### config.mk
export PLATFORM = sky130hd
export DESIGN_NAME = stepper_trapezoid_ramp_flat
export DESIGN_NICKNAME = d
export VERILOG_FILES = /design/src/design/str_pkg.sv /design/src/design/str_req_if.sv /design/src/design/str_rsp_if.sv /design/src/design/str_cfg_if.sv /design/src/design/str_cfg_regs.sv /design/src/design/str_target.sv /design/src/design/str_core.sv /design/src/design/stepper_trapezoid_ramp.sv /design/src/flat_wrapper.sv
export SDC_FILE = /design/constraint.sdc
export NUM_CORES = 1
export LEC_CHECK = 0
export ABC_AREA = 0
export BUFFER_PORTS_ARGS = -buffer_cell sky130_fd_sc_hd__buf_2
export CORE_UTILIZATION = 45
export CTS_BUF_LIST = sky130_fd_sc_hd__clkbuf_4
export DETAILED_ROUTE_END_ITERATION = 10
export GPL_TIMING_DRIVEN = 0
export PLACE_DENSITY = 0.58
export SYNTH_ARGS = -nofsm -noshare
export SYNTH_HDL_FRONTEND = slang
export SYNTH_HIERARCHICAL = 1
export SYNTH_SLANG_ARGS = --single-unit
export TNS_END_PERCENT = 5
### constraint.sdc
create_clock -name clk -period 9.2 [get_ports clk]
set_input_delay 1.38 -clock clk [delete_from_list [all_inputs] [get_ports clk]]
set_output_delay 1.38 -clock clk [all_outputs]
set_load 0.1 [all_outputs]
### src/design/str_pkg.sv
// ---------------------------------------------------------------------------
// str_pkg
// Shared types, register indexes, reset values and small helper functions
// for the trapezoidal step-rate ramp generator.
// ---------------------------------------------------------------------------
package str_pkg;

	// configuration register indexes
	localparam int unsigned CFG_IDX_BITS = 3;
	localparam logic [CFG_IDX_BITS-1:0] REG_MIN_PERIOD       = 3'd0;
	localparam logic [CFG_IDX_BITS-1:0] REG_MAX_PERIOD       = 3'd1;
	localparam logic [CFG_IDX_BITS-1:0] REG_STEPS_PER_CHANGE = 3'd2;
	localparam logic [CFG_IDX_BITS-1:0] REG_DISTANCE_SCALE   = 3'd3;
	localparam logic [CFG_IDX_BITS-1:0] REG_DEGREE_SCALE     = 3'd4;

	// field widths
	localparam int unsigned PERIOD_BITS = 8;
	localparam int unsigned SCALE_BITS  = 24;
	localparam int unsigned AMOUNT_BITS = 16;
	localparam int unsigned RAMP_BITS   = 2 * PERIOD_BITS;
	localparam int unsigned FRAC_BITS   = 16;
	localparam int unsigned PROD_BITS   = AMOUNT_BITS + SCALE_BITS;
	// rounded product shifted down, one carry bit kept
	localparam int unsigned TGT_BITS    = PROD_BITS - FRAC_BITS + 1;

	// reset values of the configuration registers
	localparam logic [PERIOD_BITS-1:0] RST_MIN_PERIOD       = 8'd36;
	localparam logic [PERIOD_BITS-1:0] RST_MAX_PERIOD       = 8'd120;
	localparam logic [PERIOD_BITS-1:0] RST_STEPS_PER_CHANGE = 8'd10;
	localparam logic [SCALE_BITS-1:0]  RST_DISTANCE_SCALE   = 24'd12206532;
	localparam logic [SCALE_BITS-1:0]  RST_DEGREE_SCALE     = 24'd2023918;
	localparam logic [RAMP_BITS-1:0]   RST_RAMP             =
		RAMP_BITS'(10 * (120 - 36));

	// move kinds and request types
	localparam logic [1:0] KIND_FORWARD  = 2'd0;
	localparam logic [1:0] KIND_BACKWARD = 2'd1;
	localparam logic [1:0] KIND_LEFT     = 2'd2;
	localparam logic [1:0] KIND_RIGHT    = 2'd3;
	localparam logic       REQ_TICK      = 1'b0;
	localparam logic       REQ_START     = 1'b1;

	// ramp phase codes as shown on the result beat
	localparam logic [1:0] RAMP_ACCEL = 2'd0;
	localparam logic [1:0] RAMP_CONST = 2'd1;
	localparam logic [1:0] RAMP_DECEL = 2'd2;

	// internal phase state, one-hot
	typedef enum logic [2:0] {
		PH_ACCEL = 3'b001,
		PH_CONST = 3'b010,
		PH_DECEL = 3'b100
	} phase_t;

	// configuration seen by the datapath
	typedef struct packed {
		logic [PERIOD_BITS-1:0] min_period;
		logic [PERIOD_BITS-1:0] max_period;
		logic [PERIOD_BITS-1:0] steps_per_change;
		logic [SCALE_BITS-1:0]  distance_scale;
		logic [SCALE_BITS-1:0]  degree_scale;
		logic [RAMP_BITS-1:0]   ramp;
	} cfg_t;

	// one result beat
	typedef struct packed {
		logic                   step_strobe;
		logic                   right_dir;
		logic                   left_dir;
		logic                   driver_awake;
		logic                   move_done;
		logic [1:0]             ramp_phase;
		logic [PERIOD_BITS-1:0] step_period;
	} rsp_t;

	// direction bits per move kind: bit 0 right, bit 1 left
	function automatic logic [1:0] dir_of(logic [1:0] kind);
		logic [1:0] d;
		case (kind)
			KIND_FORWARD:  d = 2'b00;
			KIND_BACKWARD: d = 2'b11;
			KIND_LEFT:     d = 2'b10;
			KIND_RIGHT:    d = 2'b01;
			default:       d = 2'b00;
		endcase
		return d;
	endfunction

	// phase state to result code
	function automatic logic [1:0] phase_code(phase_t ph);
		logic [1:0] c;
		case (ph)
			PH_ACCEL: c = RAMP_ACCEL;
			PH_CONST: c = RAMP_CONST;
			PH_DECEL: c = RAMP_DECEL;
			default:  c = RAMP_ACCEL;
		endcase
		return c;
	endfunction

endpackage

### src/design/str_req_if.sv
// ---------------------------------------------------------------------------
// str_req_if
// Request channel: timer ticks and move starts.
// ---------------------------------------------------------------------------
interface str_req_if;
	logic        valid;
	logic        ready;
	logic        req_type;
	logic [1:0]  move_kind;
	logic [15:0] amount;

	modport source(output valid, req_type, move_kind, amount, input ready);
	modport sink(input valid, req_type, move_kind, amount, output ready);
endinterface

### src/design/str_rsp_if.sv
// ---------------------------------------------------------------------------
// str_rsp_if
// Result channel: one beat per request beat.
// ---------------------------------------------------------------------------
interface str_rsp_if;
	logic       valid;
	logic       ready;
	logic       step_strobe;
	logic       right_dir;
	logic       left_dir;
	logic       driver_awake;
	logic       move_done;
	logic [1:0] ramp_phase;
	logic [7:0] step_period;

	modport source(output valid, step_strobe, right_dir, left_dir, driver_awake,
		move_done, ramp_phase, step_period, input ready);
	modport sink(input valid, step_strobe, right_dir, left_dir, driver_awake,
		move_done, ramp_phase, step_period, output ready);
endinterface

### src/design/str_cfg_if.sv
// ---------------------------------------------------------------------------
// str_cfg_if
// Configuration write channel: register index and write data.
// ---------------------------------------------------------------------------
interface str_cfg_if;
	logic        valid;
	logic        ready;
	logic [2:0]  index;
	logic [23:0] data;

	modport source(output valid, index, data, input ready);
	modport sink(input valid, index, data, output ready);
endinterface

### src/design/str_cfg_regs.sv
// ---------------------------------------------------------------------------
// str_cfg_regs
// Configuration register file with a registered ramp length
// steps_per_change * (max_period - min_period).
// ---------------------------------------------------------------------------
module str_cfg_regs (
	input  logic                 clk,
	input  logic                 arst_n,
	str_cfg_if.sink              cfg,
	output str_pkg::cfg_t        cfg_out
);

	logic [str_pkg::PERIOD_BITS-1:0] min_period_q;
	logic [str_pkg::PERIOD_BITS-1:0] max_period_q;
	logic [str_pkg::PERIOD_BITS-1:0] spc_q;
	logic [str_pkg::SCALE_BITS-1:0]  dist_scale_q;
	logic [str_pkg::SCALE_BITS-1:0]  deg_scale_q;
	logic [str_pkg::RAMP_BITS-1:0]   ramp_q;
	logic [str_pkg::PERIOD_BITS-1:0] diff;

	// writes are always taken
	assign cfg.ready = 1'b1;

	// register writes
	always_ff @(posedge clk or negedge arst_n) begin
		if (!arst_n) begin
			min_period_q <= str_pkg::RST_MIN_PERIOD;
			max_period_q <= str_pkg::RST_MAX_PERIOD;
			spc_q        <= str_pkg::RST_STEPS_PER_CHANGE;
			dist_scale_q <= str_pkg::RST_DISTANCE_SCALE;
			deg_scale_q  <= str_pkg::RST_DEGREE_SCALE;
		end else if (cfg.valid) begin
			case (cfg.index)
				str_pkg::REG_MIN_PERIOD:
					min_period_q <= cfg.data[str_pkg::PERIOD_BITS-1:0];
				str_pkg::REG_MAX_PERIOD:
					max_period_q <= cfg.data[str_pkg::PERIOD_BITS-1:0];
				str_pkg::REG_STEPS_PER_CHANGE:
					spc_q <= cfg.data[str_pkg::PERIOD_BITS-1:0];
				str_pkg::REG_DISTANCE_SCALE:
					dist_scale_q <= cfg.data;
				str_pkg::REG_DEGREE_SCALE:
					deg_scale_q <= cfg.data;
				default: ;
			endcase
		end
	end

	// ramp length, negative span counts as zero
	assign diff = (max_period_q > min_period_q) ? (max_period_q - min_period_q)
		: '0;

	always_ff @(posedge clk or negedge arst_n) begin
		if (!arst_n) begin
			ramp_q <= str_pkg::RST_RAMP;
		end else begin
			ramp_q <= str_pkg::RAMP_BITS'(spc_q) * str_pkg::RAMP_BITS'(diff);
		end
	end

	assign cfg_out.min_period       = min_period_q;
	assign cfg_out.max_period       = max_period_q;
	assign cfg_out.steps_per_change = spc_q;
	assign cfg_out.distance_scale   = dist_scale_q;
	assign cfg_out.degree_scale     = deg_scale_q;
	assign cfg_out.ramp             = ramp_q;

endmodule

### src/design/str_target.sv
// ---------------------------------------------------------------------------
// str_target
// Step target of a move start: amount times the Q8.16 scale, rounded half
// up and saturated to the step counter width.
// ---------------------------------------------------------------------------
module str_target #(
	parameter int unsigned STEP_COUNT_BITS = 24
) (
	input  logic [1:0]                         move_kind,
	input  logic [str_pkg::AMOUNT_BITS-1:0]    amount,
	input  str_pkg::cfg_t                      cfg,
	output logic [STEP_COUNT_BITS-1:0]         target
);

	localparam int unsigned EXT_BITS = (STEP_COUNT_BITS > str_pkg::TGT_BITS) ?
		STEP_COUNT_BITS : str_pkg::TGT_BITS;

	logic [str_pkg::SCALE_BITS-1:0] scale;
	logic [str_pkg::PROD_BITS:0]    rounded;
	logic [str_pkg::TGT_BITS-1:0]   t;
	logic [EXT_BITS-1:0]            t_ext;
	logic [EXT_BITS-1:0]            limit;

	// distance scale for straight moves, degree scale for turns
	assign scale = (move_kind == str_pkg::KIND_FORWARD ||
		move_kind == str_pkg::KIND_BACKWARD) ? cfg.distance_scale
		: cfg.degree_scale;

	// multiply and round
	assign rounded = (str_pkg::PROD_BITS+1)'(amount) * (str_pkg::PROD_BITS+1)'(scale)
		+ (str_pkg::PROD_BITS+1)'(1 << (str_pkg::FRAC_BITS - 1));
	assign t = rounded[str_pkg::PROD_BITS:str_pkg::FRAC_BITS];

	// saturate at the counter range
	assign t_ext  = EXT_BITS'(t);
	assign limit  = EXT_BITS'({STEP_COUNT_BITS{1'b1}});
	assign target = (t_ext > limit) ? {STEP_COUNT_BITS{1'b1}}
		: t_ext[STEP_COUNT_BITS-1:0];

endmodule

### src/design/str_core.sv
// ---------------------------------------------------------------------------
// str_core
// Motion state and the single-pass update for one request beat: move start,
// compare timer, step counting and the accelerate, constant, decelerate ramp.
// ---------------------------------------------------------------------------
module str_core #(
	parameter int unsigned STEP_COUNT_BITS = 24
) (
	input  logic                         clk,
	input  logic                         arst_n,
	input  logic                         fire,
	input  logic                         req_type,
	input  logic [1:0]                   move_kind,
	input  logic [STEP_COUNT_BITS-1:0]   target_in,
	input  str_pkg::cfg_t                cfg,
	output str_pkg::rsp_t                result
);

	localparam int unsigned PB = str_pkg::PERIOD_BITS;

	logic [STEP_COUNT_BITS-1:0] step_count_q, step_count_d;
	logic [STEP_COUNT_BITS-1:0] target_q, target_d;
	logic [PB-1:0]              spacing_q, spacing_d;
	str_pkg::phase_t            phase_q, phase_d;
	logic [PB-1:0]              period_q, period_d;
	logic [PB-1:0]              tick_q, tick_d;
	logic                       running_q, running_d;
	logic                       done_q, done_d;
	logic [1:0]                 dir_q, dir_d;
	logic                       awake_q, awake_d;
	logic                       pulse;
	logic                       change;
	logic [STEP_COUNT_BITS-1:0] ramp_ext;
	logic [STEP_COUNT_BITS-1:0] point;

	// deceleration point, clamped at zero
	assign ramp_ext = STEP_COUNT_BITS'(cfg.ramp);
	assign point    = (target_q > ramp_ext) ? (target_q - ramp_ext) : '0;

	// next state for the beat in the stage register
	always_comb begin
		step_count_d = step_count_q;
		target_d     = target_q;
		spacing_d    = spacing_q;
		phase_d      = phase_q;
		period_d     = period_q;
		tick_d       = tick_q;
		running_d    = running_q;
		done_d       = done_q;
		dir_d        = dir_q;
		awake_d      = awake_q;
		pulse        = 1'b0;
		change       = 1'b0;
		if (req_type == str_pkg::REQ_START) begin
			done_d    = 1'b0;
			awake_d   = 1'b1;
			dir_d     = str_pkg::dir_of(move_kind);
			target_d  = target_in;
			running_d = 1'b1;
		end else if (tick_q >= period_q) begin
			tick_d = '0;
			if (running_q) begin
				pulse        = 1'b1;
				step_count_d = step_count_q + STEP_COUNT_BITS'(1);
				spacing_d    = spacing_q + PB'(1);
				if (spacing_d >= cfg.steps_per_change) begin
					spacing_d = '0;
					change    = 1'b1;
				end
				case (phase_q)
					str_pkg::PH_ACCEL: begin
						if (change && period_q > cfg.min_period) begin
							period_d = period_q - PB'(1);
						end else if (period_q <= cfg.min_period) begin
							phase_d = str_pkg::PH_CONST;
						end
					end
					str_pkg::PH_CONST: begin
						if (step_count_d >= point) begin
							phase_d = str_pkg::PH_DECEL;
						end
					end
					str_pkg::PH_DECEL: begin
						if (change && period_q < cfg.max_period) begin
							period_d = period_q + PB'(1);
						end else if (period_q >= cfg.max_period) begin
							running_d    = 1'b0;
							awake_d      = 1'b0;
							step_count_d = '0;
							target_d     = '0;
							spacing_d    = '0;
							phase_d      = str_pkg::PH_ACCEL;
							done_d       = 1'b1;
						end
					end
					default: ;
				endcase
			end
		end else begin
			tick_d = tick_q + PB'(1);
		end
	end

	// state registers
	always_ff @(posedge clk or negedge arst_n) begin
		if (!arst_n) begin
			step_count_q <= '0;
			target_q     <= '0;
			spacing_q    <= '0;
			phase_q      <= str_pkg::PH_ACCEL;
			period_q     <= str_pkg::RST_MAX_PERIOD;
			tick_q       <= '0;
			running_q    <= 1'b0;
			done_q       <= 1'b0;
			dir_q        <= 2'b00;
			awake_q      <= 1'b0;
		end else if (fire) begin
			step_count_q <= step_count_d;
			target_q     <= target_d;
			spacing_q    <= spacing_d;
			phase_q      <= phase_d;
			period_q     <= period_d;
			tick_q       <= tick_d;
			running_q    <= running_d;
			done_q       <= done_d;
			dir_q        <= dir_d;
			awake_q      <= awake_d;
		end
	end

	// result shows the state after the beat
	assign result.step_strobe  = pulse;
	assign result.right_dir    = dir_d[0];
	assign result.left_dir     = dir_d[1];
	assign result.driver_awake = awake_d;
	assign result.move_done    = done_d;
	assign result.ramp_phase   = str_pkg::phase_code(phase_d);
	assign result.step_period  = period_d;

endmodule

### src/design/stepper_trapezoid_ramp.sv
// ---------------------------------------------------------------------------
// stepper_trapezoid_ramp
// Trapezoidal step-rate ramp generator for a two-wheel stepper drive.
// ---------------------------------------------------------------------------
// Channels: req carries one beat per prescaled timer tick (req_type 0) or
// move start (req_type 1, with move_kind and amount). rsp returns exactly one
// beat per req beat, in order: step pulse, direction pins, driver wake,
// moved flag, ramp phase and current period. cfg writes the five registers
// (index 0 min_period .. 4 degree_scale) and is always ready; write it only
// while no request is in flight.
// Path: a req beat is taken into a stage register, and its result beat is
// loaded into the output register once that register is free or being read;
// rsp.valid then rises and holds until the result beat is taken.
// Throughput: one beat per cycle while rsp is not stalled. The stage holds
// all the work: the start multiply of amount by a 24-bit scale, or the timer
// compare, the step counter and the ramp update for a tick.
// Stall: while rsp is stalled the output beat holds; one more req beat is
// taken into the stage register, then req.ready drops until rsp moves.
// Reset: all registers but the stage and output payloads return to their
// reset values, the driver sleeps, the period is 120 and no beat is pending.
// ---------------------------------------------------------------------------
module stepper_trapezoid_ramp #(
	parameter int unsigned STEP_COUNT_BITS = 24
) (
	input  logic      clk,
	input  logic      arst_n,
	str_req_if.sink   req,
	str_rsp_if.source rsp,
	str_cfg_if.sink   cfg
);

	str_pkg::cfg_t              cfg_cur;
	logic                       valid_s1;
	logic                       req_type_s1;
	logic [1:0]                 move_kind_s1;
	logic [str_pkg::AMOUNT_BITS-1:0] amount_s1;
	logic [STEP_COUNT_BITS-1:0] target;
	str_pkg::rsp_t              result;
	str_pkg::rsp_t              rsp_q;
	logic                       rsp_valid_q;
	logic                       out_free;
	logic                       fire;

	// handshake between stage and output register
	assign out_free  = !rsp_valid_q || rsp.ready;
	assign fire      = valid_s1 && out_free;
	assign req.ready = !valid_s1 || out_free;

	str_cfg_regs u_cfg (
		.clk     (clk),
		.arst_n  (arst_n),
		.cfg     (cfg),
		.cfg_out (cfg_cur)
	);

	// input stage register
	always_ff @(posedge clk or negedge arst_n) begin
		if (!arst_n) begin
			valid_s1 <= 1'b0;
		end else if (req.ready) begin
			valid_s1 <= req.valid;
		end
	end

	always_ff @(posedge clk) begin
		if (req.ready && req.valid) begin
			req_type_s1  <= req.req_type;
			move_kind_s1 <= req.move_kind;
			amount_s1    <= req.amount;
		end
	end

	str_target #(
		.STEP_COUNT_BITS (STEP_COUNT_BITS)
	) u_target (
		.move_kind (move_kind_s1),
		.amount    (amount_s1),
		.cfg       (cfg_cur),
		.target    (target)
	);

	str_core #(
		.STEP_COUNT_BITS (STEP_COUNT_BITS)
	) u_core (
		.clk       (clk),
		.arst_n    (arst_n),
		.fire      (fire),
		.req_type  (req_type_s1),
		.move_kind (move_kind_s1),
		.target_in (target),
		.cfg       (cfg_cur),
		.result    (result)
	);

	// output register
	always_ff @(posedge clk or negedge arst_n) begin
		if (!arst_n) begin
			rsp_valid_q <= 1'b0;
		end else if (out_free) begin
			rsp_valid_q <= valid_s1;
		end
	end

	always_ff @(posedge clk) begin
		if (fire) begin
			rsp_q <= result;
		end
	end

	assign rsp.valid        = rsp_valid_q;
	assign rsp.step_strobe  = rsp_q.step_strobe;
	assign rsp.right_dir    = rsp_q.right_dir;
	assign rsp.left_dir     = rsp_q.left_dir;
	assign rsp.driver_awake = rsp_q.driver_awake;
	assign rsp.move_done    = rsp_q.move_done;
	assign rsp.ramp_phase   = rsp_q.ramp_phase;
	assign rsp.step_period  = rsp_q.step_period;

endmodule

### src/flat_wrapper.sv
// flat-port wrapper written by rule: the top's interface ports become plain ports
module stepper_trapezoid_ramp_flat 
#(
	parameter int unsigned STEP_COUNT_BITS = 24
)
  (clk, arst_n, req_valid, req_req_type, req_move_kind, req_amount, req_ready, rsp_valid, rsp_step_strobe, rsp_right_dir, rsp_left_dir, rsp_driver_awake, rsp_move_done, rsp_ramp_phase, rsp_step_period, rsp_ready, cfg_valid, cfg_index, cfg_data, cfg_ready);
  str_req_if req_i ();
  str_rsp_if rsp_i ();
  str_cfg_if cfg_i ();
  input  logic clk;
  input  logic arst_n;
  input wire logic [$bits(req_i.valid)-1:0] req_valid;
  input wire logic [$bits(req_i.req_type)-1:0] req_req_type;
  input wire logic [$bits(req_i.move_kind)-1:0] req_move_kind;
  input wire logic [$bits(req_i.amount)-1:0] req_amount;
  output wire logic [$bits(req_i.ready)-1:0] req_ready;
  output wire logic [$bits(rsp_i.valid)-1:0] rsp_valid;
  output wire logic [$bits(rsp_i.step_strobe)-1:0] rsp_step_strobe;
  output wire logic [$bits(rsp_i.right_dir)-1:0] rsp_right_dir;
  output wire logic [$bits(rsp_i.left_dir)-1:0] rsp_left_dir;
  output wire logic [$bits(rsp_i.driver_awake)-1:0] rsp_driver_awake;
  output wire logic [$bits(rsp_i.move_done)-1:0] rsp_move_done;
  output wire logic [$bits(rsp_i.ramp_phase)-1:0] rsp_ramp_phase;
  output wire logic [$bits(rsp_i.step_period)-1:0] rsp_step_period;
  input wire logic [$bits(rsp_i.ready)-1:0] rsp_ready;
  input wire logic [$bits(cfg_i.valid)-1:0] cfg_valid;
  input wire logic [$bits(cfg_i.index)-1:0] cfg_index;
  input wire logic [$bits(cfg_i.data)-1:0] cfg_data;
  output wire logic [$bits(cfg_i.ready)-1:0] cfg_ready;
  assign req_i.valid = req_valid;
  assign req_i.req_type = req_req_type;
  assign req_i.move_kind = req_move_kind;
  assign req_i.amount = req_amount;
  assign req_ready = req_i.ready;
  assign rsp_valid = rsp_i.valid;
  assign rsp_step_strobe = rsp_i.step_strobe;
  assign rsp_right_dir = rsp_i.right_dir;
  assign rsp_left_dir = rsp_i.left_dir;
  assign rsp_driver_awake = rsp_i.driver_awake;
  assign rsp_move_done = rsp_i.move_done;
  assign rsp_ramp_phase = rsp_i.ramp_phase;
  assign rsp_step_period = rsp_i.step_period;
  assign rsp_i.ready = rsp_ready;
  assign cfg_i.valid = cfg_valid;
  assign cfg_i.index = cfg_index;
  assign cfg_i.data = cfg_data;
  assign cfg_ready = cfg_i.ready;
  stepper_trapezoid_ramp #(.STEP_COUNT_BITS(STEP_COUNT_BITS)) u_core (.clk(clk), .arst_n(arst_n), .req(req_i), .rsp(rsp_i), .cfg(cfg_i));
endmodule
==> flow_summary.toml <==
[timing]
slew_headroom = 0.437
min_period_over_period = 0.949
setup_viol = 0
max_freq_mhz = 115
worstMarginPinSlew_ns = 0.839
fin_crit_ns = 8.73
finClkSkew_ns = 0.0806
drv_slew = 0
fin_setup_tns_ns = 0
fin_ws_ns = 0.470
finalHoldViolCount = 0
rsz0062_at_grt = "false"

[logic_synthesis]
ys_types = 106
yosys.area_share.simple = 0.170
synth.most_common_cell = "inv_1"
synth_edf_count = 34
synth_area_leader_cell = "fa_1"
synthTopCellsByCount = "508 x inv_1, 355 x nand2_1, 344 x fa_1, 256 x ha_1, 204 x and2_1"
synth_seq_cells = 204
syn_inst = 2892
synth_flop_cell = "dfrtp_1"
yosysSeqAreaShare = 0.199
synth_top_family_by_area = "adder cells"
synth_compound_area_frac = 0.0982
postSynth.asyncResetShare = 0.833
post_synth_fa_ha_maj_area_fraction = 0.376
syn-mean-instance-area_sq_um = 9.27
yosys_warnings = 6
syn-num-nets = 3543
synth-xor-area-share = 0.0271
netlist_area_sq_mm = 0.0268
synthMuxAreaShare = 0.0420
netlist.area_leader.share = 0.257
synth_area_leaders = "fa_1 26%, dfrtp_1 12%, ha_1 12%"

[detailed_routing]
dr.first_iter.drc_count = 1089
vias = 20600
ant_nets = 0
drtPass1Iterations = 5
wirelength_mm = 73.1
drc_errors = 0
wl_per_cell_um = 19.0
avgViaCountPerCell = 5.36

[setup_path]
cp-end-kind = "flip-flop"
path_max_fanout = 10
rr_startpoint = "u_core/move_kind_s1[1]"
critPathArrivalTime_ns = 9.45
start_kind = "flip-flop"
crit_start = "u_core/move_kind_s1[1]"
cp.required_ns = 9.92
reg2reg_to = "u_core/u_core/target_q[3]"
r2r_cells = 26
cp-endpoint = "u_core/u_core/target_q[3]"
crit_type = "reg2reg"
rrSetupSlack_ns = 0.47

[cells_and_area]
drive_gt1_frac = 0.111
fillCellCount = 5660
nNetsFinal = 3672
area_delta_synth_final_pct = 8.13

[die]
die_area_sq_mm = 0.0606
io_pins = 69
fp.coreArea_sq_mm = 0.0589
die_width_um = 246
rows = 89
die_h_um = 246
initial_core_util = 0.455

[placed_design]
place_congestion = 0.906
pre_cts_ws_ns = 0.272
port_buffers = 67
dp_hpwl_mm = 59.4

[worst_hold_path]
min_path_type = "reg2reg"

[clock_network]
cts_resized = 0
cts_tree = "built"
insertion_delay_ns = 0.82
path_clk_slew_ns = 0.07
clock_sinks = 204
hold_buffers = 0
cts.path.max_buffers = 3
htreeDepth = 2
postCtsSetupRepairBufs = 0
clockRootBuffer = "clkbuf_4"
cts_buffers = 59

[grt]
track_usage = 0.253
antenna_found_initial = 5
grt_pass1_wl_mm = 120
grt_max_degree = 98
grt_pass1_vias = 22100
overflow = 0

[status]
status = "complete, no violations"

[flow_run]
cap_violations = 0
## per-stage QoR
| stage | hold WS, ns | cell area [sq um] | utilization | cells |
|---|---|---|---|---|
| 3_5_place_dp | 0.475 | 28200 | 0.478 | 3733 |
| 2_1_floorplan | 0.450 | 26800 | - | 2892 |
| 6_report | 0.492 | 29000 | 0.492 | 3845 |
| 4_1_cts | 0.476 | 29000 | 0.492 | 3842 |
| 3_3_place_gp | 0.461 | 28100 | 0.477 | 3732 |
| 5_1_grt | 0.508 | 29000 | 0.492 | 3845 |
## cell type report
cell class                      count  area [sq um]  share of cell area
Antenna cell                        3          7.51            0.000259
Sequential cell                   204          5330               0.184
Buffer                            110           452              0.0156
Clock buffer                       88           661              0.0228
Clock inverter                     21           171             0.00591
Inverter                          509          1910              0.0659
Tap cell                          773           967              0.0334
Timing Repair Buffer               68           373              0.0129
Multi-Input combinational cell   2069         19100               0.660
## worst min path at each step
stage / start / to / slack, ns / cells past startpoint
5_1_grt: arst_n / u_core/u_core/period_q[2] / 0.51 / 1
4_1_cts: arst_n / u_core/u_cfg/deg_scale_q[0] / 0.48 / 1
2_1_floorplan: u_core/u_core/awake_q / u_core/u_core/awake_q / 0.45 / 1
3_3_place_gp: u_core/u_cfg/deg_scale_q[4] / u_core/u_cfg/deg_scale_q[4] / 0.46 / 1
6_report: u_core/u_core/awake_q / u_core/u_core/awake_q / 0.49 / 1
3_5_place_dp: u_core/u_cfg/deg_scale_q[4] / u_core/u_cfg/deg_scale_q[4] / 0.47 / 1
## worst max-delay path, cell delays in order (launching register included)
cell and delay (ns):
edfxtp_1 0.51, buf_2 0.27, buf_1 0.51, mux2_2 0.46
clkbuf_1 0.53, and2_1 0.24, fa_1 0.41, inv_1 0.09
fa_1 0.45, fa_1 0.52, inv_1 0.06, fa_1 0.51
fa_1 0.50, inv_1 0.05, fa_1 0.53, inv_1 0.08
ha_1 0.33, a21oi_1 0.16, nand2_1 0.08, or3_4 0.41
o2111ai_1 0.28, nand3_1 0.23, o21ai_1 0.35, mux2i_1 0.40
nand2_1 0.20, or2_1 0.28, a22o_1 0.20
## registers in the layout, summed over array words and instances (netlist names), 3 cells and up
register	count
u_core/u_cfg/deg_scale_q	24
u_core/u_cfg/dist_scale_q	24
u_core/u_core/step_count_q	24
u_core/u_core/target_q	24
u_core/amount_s1	16
u_core/u_cfg/ramp_q	16
u_core/rsp.step_period	8
u_core/u_cfg/max_period_q	8
u_core/u_cfg/min_period_q	8
u_core/u_cfg/spc_q	8
u_core/u_core/period_q	8
u_core/u_core/spacing_q	8
u_core/u_core/tick_q	8
u_core/u_core/phase_q	3
## metal layers
metal | global-route usage | part of all wire | vias up
met5 | 0 | 0 | -
met4 | 0.105 | 0.042 | 0
met3 | 0.0298 | 0.044 | 151
met2 | 0.438 | 0.49 | 554
met1 | 0.317 | 0.42 | 10300
li1 | - | - | 9632
## cells by family (layout without fill, tap and decap cells)
logic type,count (synthesis),count (layout)
mux,101,101
other cells,1,4
fa+ha+maj,600,600
compound gates,379,379
buf+inv,619,796
xor+xnor,82,82
simple gates,906,906
flops,204,204
## placed cells by master, fill, tap and decap left out, drive strengths merged, types with 17 or more instances in the layout
| cell type | Yosys | layout |
|---|---|---|
| edfxtp | 34 | 34 |
| ha | 256 | 256 |
| xor2 | 33 | 33 |
| nor2b | 17 | 17 |
| o21ai | 94 | 94 |
| a21o | 33 | 33 |
| nor3 | 31 | 31 |
| xnor2 | 49 | 49 |
| nand4 | 21 | 21 |
| mux2 | 91 | 91 |
| a22o | 39 | 39 |
| a21oi | 78 | 78 |
| dfrtp | 129 | 129 |
| o31ai | 17 | 17 |
| nand2b | 21 | 21 |
| dfstp | 41 | 41 |
| nand3 | 69 | 69 |
| and2 | 205 | 205 |
| nand2 | 356 | 356 |
| inv | 509 | 510 |
| clkinv | 0 | 17 |
| a31oi | 17 | 17 |
| buf | 21 | 88 |
| fa | 344 | 344 |
| clkbuf | 89 | 178 |
| nor2 | 107 | 107 |
Power is left out: the tool's default activity adds up to more than one toggle a clock period on the data nets, which glitch-free logic cannot reach.
